## src/rtl/pq_nearest_centroid_encoder_unit_defines.svh

```systemverilog
// ----------------------------------------------------------------------------
// PQ encoder assertion macros
// Immediate-implication and next-cycle checks, clocked on clk, off in reset.
// ----------------------------------------------------------------------------
`ifndef PQ_NEAREST_CENTROID_ENCODER_UNIT_DEFINES_SVH
`define PQ_NEAREST_CENTROID_ENCODER_UNIT_DEFINES_SVH

// same-cycle implication
`define PQNCE_ASSERT_NOW(lbl, ante, cons, msg) \
  lbl: assert property (@(posedge clk) disable iff (!rst_n) (ante) |-> (cons)) \
    else $error(msg);

// next-cycle implication
`define PQNCE_ASSERT_NEXT(lbl, ante, cons, msg) \
  lbl: assert property (@(posedge clk) disable iff (!rst_n) (ante) |=> (cons)) \
    else $error(msg);

`endif

```

## src/rtl/pqnce_pkg.sv

```systemverilog
// ----------------------------------------------------------------------------
// PQ encoder package
// Sizes, codes and controller/datapath interface types.
// ----------------------------------------------------------------------------
package pqnce_pkg;

  localparam int SUBSPACES  = 8;
  localparam int CODES      = 256;
  localparam int SUBDIM     = 4;
  localparam int LANES      = 4;
  localparam int ELEM_W     = 16;
  localparam int SQ_W       = 2 * ELEM_W;
  localparam int SUB_W      = 3;
  localparam int IN_IDX_W   = 8;
  localparam int CODE_W     = 8;
  localparam int DIST_W     = 34;
  localparam int IDX_W      = $clog2(CODES);
  localparam int BOOK_DEPTH = SUBSPACES * CODES;
  localparam int ADDR_W     = (BOOK_DEPTH > 1) ? $clog2(BOOK_DEPTH) : 1;
  localparam int BOOK_W     = SUBDIM * ELEM_W;

  typedef logic signed [ELEM_W-1:0] elem_t;

  typedef enum logic [1:0] {
    FN_ENCODE = 2'd0,
    FN_WRITE  = 2'd1,
    FN_READ   = 2'd2
  } func_t;

  typedef enum logic [1:0] {
    OSEL_ZERO = 2'd0,
    OSEL_ENC  = 2'd1,
    OSEL_READ = 2'd2
  } out_sel_t;

  typedef struct packed {
    logic     start;
    logic     issue;
    logic     rd;
    logic     wr;
    logic     load_out;
    out_sel_t out_sel;
  } dp_cmd_t;

  typedef struct packed {
    func_t func;
    logic  sub_ok;
    logic  idx_ok;
    logic  cnt_last;
    logic  enc_done;
  } dp_sts_t;

endpackage

```

## src/rtl/pqnce_ctrl.sv

```systemverilog
// ----------------------------------------------------------------------------
// PQ encoder controller
// Sequences one request at a time and owns the result valid flag.
// ----------------------------------------------------------------------------
module pqnce_ctrl
  import pqnce_pkg::*;
(
  input  logic    clk,
  input  logic    rst_n,
  input  logic    in_valid,
  output logic    in_stall,
  output logic    out_valid,
  input  logic    out_stall,
  output dp_cmd_t cmd,
  input  dp_sts_t sts
);

  typedef enum logic [6:0] {
    S_IDLE  = 7'b0000001,
    S_DEC   = 7'b0000010,
    S_ENC   = 7'b0000100,
    S_DRAIN = 7'b0001000,
    S_WR    = 7'b0010000,
    S_RD    = 7'b0100000,
    S_DONE  = 7'b1000000
  } state_t;

  state_t   state_r, state_nxt;
  out_sel_t sel_r, sel_nxt;
  logic     out_valid_r, out_valid_nxt;

  always_comb begin
    state_nxt     = state_r;
    sel_nxt       = sel_r;
    cmd           = '0;
    cmd.out_sel   = sel_r;
    case (state_r)
      S_IDLE: begin
        if (in_valid) begin
          cmd.start = 1'b1;
          state_nxt = S_DEC;
        end
      end
      S_DEC: begin
        sel_nxt   = OSEL_ZERO;
        state_nxt = S_DONE;
        if (sts.sub_ok) begin
          case (sts.func)
            FN_ENCODE: begin
              sel_nxt   = OSEL_ENC;
              state_nxt = S_ENC;
            end
            FN_WRITE: begin
              if (sts.idx_ok) begin
                state_nxt = S_WR;
              end
            end
            FN_READ: begin
              if (sts.idx_ok) begin
                sel_nxt   = OSEL_READ;
                state_nxt = S_RD;
              end
            end
            default: ;
          endcase
        end
      end
      S_ENC: begin
        cmd.issue = 1'b1;
        if (sts.cnt_last) begin
          state_nxt = S_DRAIN;
        end
      end
      S_DRAIN: begin
        if (sts.enc_done) begin
          state_nxt = S_DONE;
        end
      end
      S_WR: begin
        cmd.wr    = 1'b1;
        state_nxt = S_DONE;
      end
      S_RD: begin
        cmd.rd    = 1'b1;
        state_nxt = S_DONE;
      end
      S_DONE: begin
        if (!out_valid_r || !out_stall) begin
          cmd.load_out = 1'b1;
          state_nxt    = S_IDLE;
        end
      end
      default: begin
        state_nxt = S_IDLE;
      end
    endcase
  end

  always_comb begin
    out_valid_nxt = out_valid_r;
    if (cmd.load_out) begin
      out_valid_nxt = 1'b1;
    end else if (!out_stall) begin
      out_valid_nxt = 1'b0;
    end
  end

  always_ff @(posedge clk) begin
    if (!rst_n) begin
      state_r     <= S_IDLE;
      sel_r       <= OSEL_ZERO;
      out_valid_r <= 1'b0;
    end else begin
      state_r     <= state_nxt;
      sel_r       <= sel_nxt;
      out_valid_r <= out_valid_nxt;
    end
  end

  assign in_stall  = (state_r != S_IDLE);
  assign out_valid = out_valid_r;

endmodule

```

## config.mk

```make
export PLATFORM = sky130hd
export DESIGN_NAME = pqnce_ctrl
export DESIGN_NICKNAME = d
export VERILOG_FILES = /design/src/rtl/pq_nearest_centroid_encoder_unit_defines.svh /design/src/rtl/pqnce_pkg.sv /design/src/rtl/pqnce_ctrl.sv
export SDC_FILE = /design/constraint.sdc
export NUM_CORES = 1
export LEC_CHECK = 0
export ABC_AREA = 1
export BUFFER_PORTS_ARGS = -buffer_cell sky130_fd_sc_hd__buf_2
export CAP_MARGIN = 20
export CORE_MARGIN = 1.5
export CORE_UTILIZATION = 30
export CTS_CLUSTER_DIAMETER = 30
export DETAILED_ROUTE_END_ITERATION = 6
export GPL_TIMING_DRIVEN = 0
export SLEW_MARGIN = 20
export SYNTH_ARGS = -nofsm -noshare
export SYNTH_HDL_FRONTEND = slang
export SYNTH_SLANG_ARGS = --single-unit
```

## constraint.sdc

```tcl
create_clock -name clk -period 1.3 [get_ports clk]
set_input_delay 0.39 -clock clk [delete_from_list [all_inputs] [get_ports clk]]
set_output_delay 0.39 -clock clk [all_outputs]
set_load 0.05 [all_outputs]
```

==> flow_summary_export.csv, run 1 <==
group,metric,value,unit
outcome,violations,"negative setup slack",
pwr,internal_power,716.0,uW
placement,dpl_worst_slack,-0.2917,ns
critical_path,crit_fanout,3,
critical_path,crit_chain,"inv_2 -> nand2_2 -> nor2_4 -> nand2_2 -> clkinvlp_4 -> buf_8",
pwr,pwr_density_cell,1098,nW/um^2
pwr,peakVddDrop,541.0,uV
placement,place_congestion,0.7587,
critical_path,cp-start-kind,"register",
die,rows,16,
global_route,overflow,0,
critical_path,worstSetupEndpointType,"output port",
global_route,grt_antenna_before_repair,0,
synthesis,syn_avg_cell_area,6.831,um^2
placement,placed_cell_area,823.3,um^2
global_route,grt_max_degree,7,
critical_path,critPathRequiredTime,0.91,ns
critical_path,critPathMostFrequentCell,"nand2_2",
timing,slew_headroom,0.8226,
clock_tree,clkTransAtPathRegs,0.07,ns
die,die_y,50.24,um
detailed_routing,vias,751,
placement,hpwlAfterDp,1.162,mm
die,die_w,50.24,um
pwr,power_frac_seq,0.300,
cells_and_area,final_core_util,0.5297,
global_route,gr-usage-all-layers,0.1456,
global_route,grt_pass1_vias,676,
detailed_routing,ant_nets,0,
global_route,grt_first_pass_wirelength,2.746,mm
synthesis,yosys_warnings,0,
detailed_routing,drc,0,
hold_path,hp-class,"input port to register",
critical_path,worstPathArrival,1.23,ns
cells_and_area,multi_input_area,480.5,um^2
synthesis,syn-num-nets,108,
die,core-area,2022,um^2
clock_tree,cts_buffers,3,
synthesis,ys_ff_latch,10,
critical_path,crit_type,"register to output port",
timing,hold_viol,0,
cells_and_area,diodes,0,
die,start_util,0.3311,
pwr,power.share.switching,0.3909,
pwr,p_switching,459.6,uW
timing,min_period,1.625,ns
detailed_routing,via_per_inst,4.723,
timing,min_period_over_period,1.250,
timing,setup_violations,12,
clock_tree,cts_tree,"yes",
cells_and_area,area_growth,60.00,%
outcome,outcome,"finished with violations",
pwr,clkPwrFrac,0.240,
synthesis,yosysSeqAreaShare,0.2991,
cells_and_area,layout.nets,143,
timing,tightest_slew,0.2658,ns
detailed_routing,totalWireLength,1.821,mm
cells_and_area,finalInstanceArea,1071,um^2
cells_and_area,nFillCells,199,
timing,finClkSkew,0.002487,ns
timing,drv_slew,0,
run,cap_violations,0,
cells_and_area,mostFrequentLayoutCells,"15 x nand2_1, 12 x buf_2, 10 x nor2_4, 10 x buf_4, 9 x inv_1",
detailed_routing,firstDrtPassIters,4,
timing,maxClockFrequency,0.6155,GHz
clock_tree,clock_latency,0.26,ns
detailed_routing,first_iter_violations,26,
clock_tree,cts_sinks,10,
critical_path,crit_slowest_cell,"dfxtp_1",
timing,rsz0062_at_grt,"true",
clock_tree,htreeDepth,1,
pwr,p_leak,0.0004983,uW
synthesis,netlist_instances,98,
cells_and_area,regArea,209.0,um^2
synthesis,yosys.cell_types.count,22,
timing,worst_slack,-0.3248,ns
detailed_routing,wire_per_inst,11.45,um
die,io_pins,19,
cells_and_area,mostFrequentLayoutCell,"nand2_1",
die,dieArea,2524,um^2
pwr,combPwrFrac,0.460,
critical_path,max_stage_delay,0.39,ns
clock_tree,cts_max_path_buffers,2,
cells_and_area,drive_gt1_frac,0.6136,
placement,portBuffers,18,
synthesis,synth_area,669.4,um^2
clock_tree,clockRootBuffer,"clkbuf_4",
-- final cells by class --
type / instances / area share
clock buffers: 4 / 0.03388
inverters: 17 / 0.06308
multi-input cells: 70 / 0.4486
flip-flops and latches: 10 / 0.1951
well taps: 27 / 0.03154
repair buffers: 31 / 0.2278
-- what timing repair did --
action,CTS,global route
hold buffers,0,0
setup endpoints to repair,6,12
buffers inserted,8,5
cloned,0,0
pin swaps,8,9
gates resized for setup,28,13
-- critical path: cells and delay by family, from the launching register on --
family	cells	cell delay [ns]
flip-flops	1	0.39
buffers and inverters	3	0.33
AND/OR/NAND/NOR	3	0.25
-- final timing paths --
check | startpoint | to | cells after the start | slack [ns]
min | rst_n | state_r[0] | 2 | 0.37
max | state_r[0] | cmd[5] | 6 | -0.32
min reg2reg | sel_r[1] | sel_r[1] | 2 | 0.46
max reg2reg | state_r[4] | state_r[6] | 11 | -0.14
-- per-stage QoR --
stage	total power (uW)	cells	setup TNS, ns	hold slack (ns)
2_1_floorplan	637.2	98	-0.3743	0.4741
3_3_place_gp	706.2	143	-0.9987	0.4515
3_5_place_dp	710.6	143	-1.057	0.4587
4_1_cts	1101	155	-2.042	0.3663
5_1_grt	1233	159	-3.269	0.3756
6_report	1176	159	-2.384	0.3667
-- cells by family (layout without fill, tap and decap cells) --
logic type,after synthesis,count (layout),synth area share
AND/OR/NAND/NOR,62,62,0.5252
flip-flops,10,10,0.2991
buffers and inverters,18,52,0.1065
AO/OA/AOI/OAI,8,8,0.06915
-- state kept, by name (all words and copies together), names as in the netlist --
signal,flops
out_valid,1
sel_r,2
state_r,7
-- layer usage --
layer | up-vias | part of all wire | track usage
met2 | 29 | 0.55 | 0.2566
met3 | 8 | 0.036 | 0.01786
met1 | 337 | 0.39 | 0.1673
met4 | 0 | 0.021 | 0.08333
li1 | 377 | - | -
met5 | - | 0 | 0
-- synth_stat cells (all sizes together) --
cell,count,area share
dfxtp,10,0.30
nand2,27,0.19
a21oi,5,0.043
nand4,2,0.019
inv,17,0.095
nor3,3,0.030
nand3,8,0.090
nor2,20,0.16
nand3b,1,0.030
o21ai,2,0.015
buf,1,0.011
nor3b,1,0.011
a211oi,1,0.011
-- power by group through the flow --
| stage | sequential [uW] | combinational [uW] | clock (uW) |
|---|---|---|---|
| 3_3_place_gp | 350 | 356 | 0 |
| 6_report | 353 | 540 | 283 |
| 2_1_floorplan | 356 | 281 | 0 |
| 4_1_cts | 347 | 465 | 289 |
| 3_5_place_dp | 351 | 360 | 0 |
| 5_1_grt | 354 | 578 | 301 |
Note: power is estimated with default switching activity, not from simulation.
==> run 2, diff against run 1 <==
- REMOVE_ABC_BUFFERS: default -> 1
==> run 2 against run 1 <==
The flow still finishes with violations (negative setup slack). Sequential share of layout area decreased by 0.071 points. Final cell count up 2.5%. Global-route usage rose by 2.2 points. Clock power down 25%. First-iteration DRC count decreased by 46%. Clock skew rose by 0.0056 ns. Flip-flop and latch count is the same. Worst hold slack gained 0.0052 ns. Maximum frequency is 0.60% higher. Wire length is 8.7% higher. Combinational power increased by 7.8%. Via count grew 1.7%.
==> flow_summary_export.csv, run 2 (synthesized netlist as in run 1, its figures left out) <==
group,metric,value,unit
cells_and_area,drive_gt1_frac,0.7059,
cells_and_area,stdcell_count,163,
timing,tightest_slew,0.3091,ns
critical_path,crit_slowest_cell,"dfxtp_2",
timing,setup_violations,11,
clock_tree,clock_latency,0.27,ns
global_route,gr-usage-all-layers,0.1672,
detailed_routing,ant_nets,0,
timing,drv_slew,0,
timing,worst_slack,-0.3151,ns
critical_path,worstSetupEndpointType,"output port",
timing,finClkSkew,0.008115,ns
die,io_pins,19,
pwr,peakVddDrop,658.8,uV
timing,rsz0062_at_grt,"true",
detailed_routing,routed-wl-met2,1.021,mm
critical_path,crit_type,"register to output port",
die,rows,16,
detailed_routing,wire_per_inst,12.14,um
detailed_routing,routed.top_layer,"met4",
critical_path,worstPathArrival,1.23,ns
detailed_routing,via_per_inst,4.687,
global_route,grt_antenna_before_repair,0,
global_route,grt_first_pass_wirelength,3.042,mm
placement,hpwlAfterDp,1.144,mm
cells_and_area,area_growth,66.36,%
clock_tree,clockRootBuffer,"clkbuf_4",
detailed_routing,first_iter_violations,14,
cells_and_area,diodes,0,
critical_path,critPathRequiredTime,0.91,ns
hold_path,whs_path_depth,2,
cells_and_area,largest_reg_flops,7,
timing,min_period_over_period,1.242,
critical_path,cp-start-kind,"register",
clock_tree,cts_tree,"yes",
cells_and_area,mostFrequentLayoutCell,"buf_4",
detailed_routing,dr_wl_met3,74,um
pwr,p_leak,0.0005225,uW
outcome,violations,"negative setup slack",
run,cap_violations,0,
clock_tree,cts_sinks,10,
die,core-area,2022,um^2
clock_tree,cts_max_path_buffers,2,
cells_and_area,mostFrequentLayoutCells,"17 x buf_4, 14 x nand2_1, 12 x buf_2",
critical_path,max_stage_delay,0.32,ns
cells_and_area,finalInstanceArea,1114,um^2
die,die_y,50.24,um
cells_and_area,layout.nets,148,
detailed_routing,vias,764,
global_route,grt_max_degree,7,
placement,portBuffers,18,
cells_and_area,final_core_util,0.5507,
timing,hold_viol,0,
timing,slew_headroom,0.7935,
detailed_routing,m1WireLength,823,um
die,start_util,0.3311,
pwr,pwr_density_cell,1046,nW/um^2
timing,maxClockFrequency,0.6191,GHz
die,dieArea,2524,um^2
detailed_routing,firstDrtPassIters,4,
placement,placed_cell_area,785.8,um^2
detailed_routing,totalWireLength,1.979,mm
clock_tree,clkTransAtPathRegs,0.07,ns
clock_tree,cts_buffers,3,
critical_path,rr_worst_depth,12,
placement,place_congestion,0.7813,
cells_and_area,top_register,"state_r",
placement,placed_cells_incl_taps,142,
critical_path,r2r_slack,-0.30,ns
global_route,grt_pass1_vias,711,
die,die_w,50.24,um
critical_path,crit_chain,"inv_2 -> nand2_4 -> nor2_4 -> nand2_2 -> nor2_2 -> buf_6",
clock_tree,htreeDepth,1,
hold_path,hp-class,"input port to register",
outcome,outcome,"finished with violations",
detailed_routing,drc,0,
critical_path,crit_fanout,4,
global_route,overflow,0,
timing,min_period,1.615,ns
-- run 2: per-stage QoR --
step / setup WS, ns / hold WS (ns) / power [uW] / TNS (ns)
after global placement: -0.2565 / 0.4513 / 674.4 / -0.7873
after detailed placement: -0.2539 / 0.4639 / 679.2 / -0.8114
final: -0.3151 / 0.3719 / 1165 / -1.965
after CTS: -0.3291 / 0.3480 / 1026 / -1.940
after global routing: -0.3674 / 0.3711 / 1227 / -2.594
after floorplan: -0.8607 / 0.4741 / 606.7 / -1.898
-- run 2: timing repair --
action	in CTS	in global routing
hold buffers	0	0
pin swaps	9	15
setup buffers	15	5
gates resized for setup	28	32
endpoints found under the setup margin	6	14
-- run 2: path summary, 6_finish.rpt --
check             startpoint          to
setup / recovery  state_r[5]      cmd[6]
hold reg to reg     sel_r[1]    sel_r[1]
setup reg to reg  state_r[0]  state_r[0]
hold / removal         rst_n  state_r[0]
-- run 2: power breakdown --
group	switching, uW	total (uW)	internal [uW]
logic	335	582	247
registers	36.3	370	334
clock network	106	213	107
-- run 2: metal layers --
layer | global-route usage | vias up
li1 | - | 387
met2 | 0.2697 | 35
met5 | 0 | -
met3 | 0.02381 | 4
met4 | 0.1481 | 0
met1 | 0.1901 | 338
-- run 2: worst max-delay path, delay by kind of cell (launching register included) --
family                 cells  cell delay (ns)
AND/OR/NAND/NOR            4             0.40
buffers and inverters      2             0.24
flip-flops                 1             0.32
-- run 2: layout make-up --
type | count | area [um^2]
Multi-Input combinational cell | 70 | 505.5
Fill cell | 188 | 908.4
Sequential cell | 10 | 216.5
Tap cell | 27 | 33.78
Clock buffer | 3 | 22.52
Timing Repair Buffer | 36 | 266.5
Inverter | 17 | 68.82
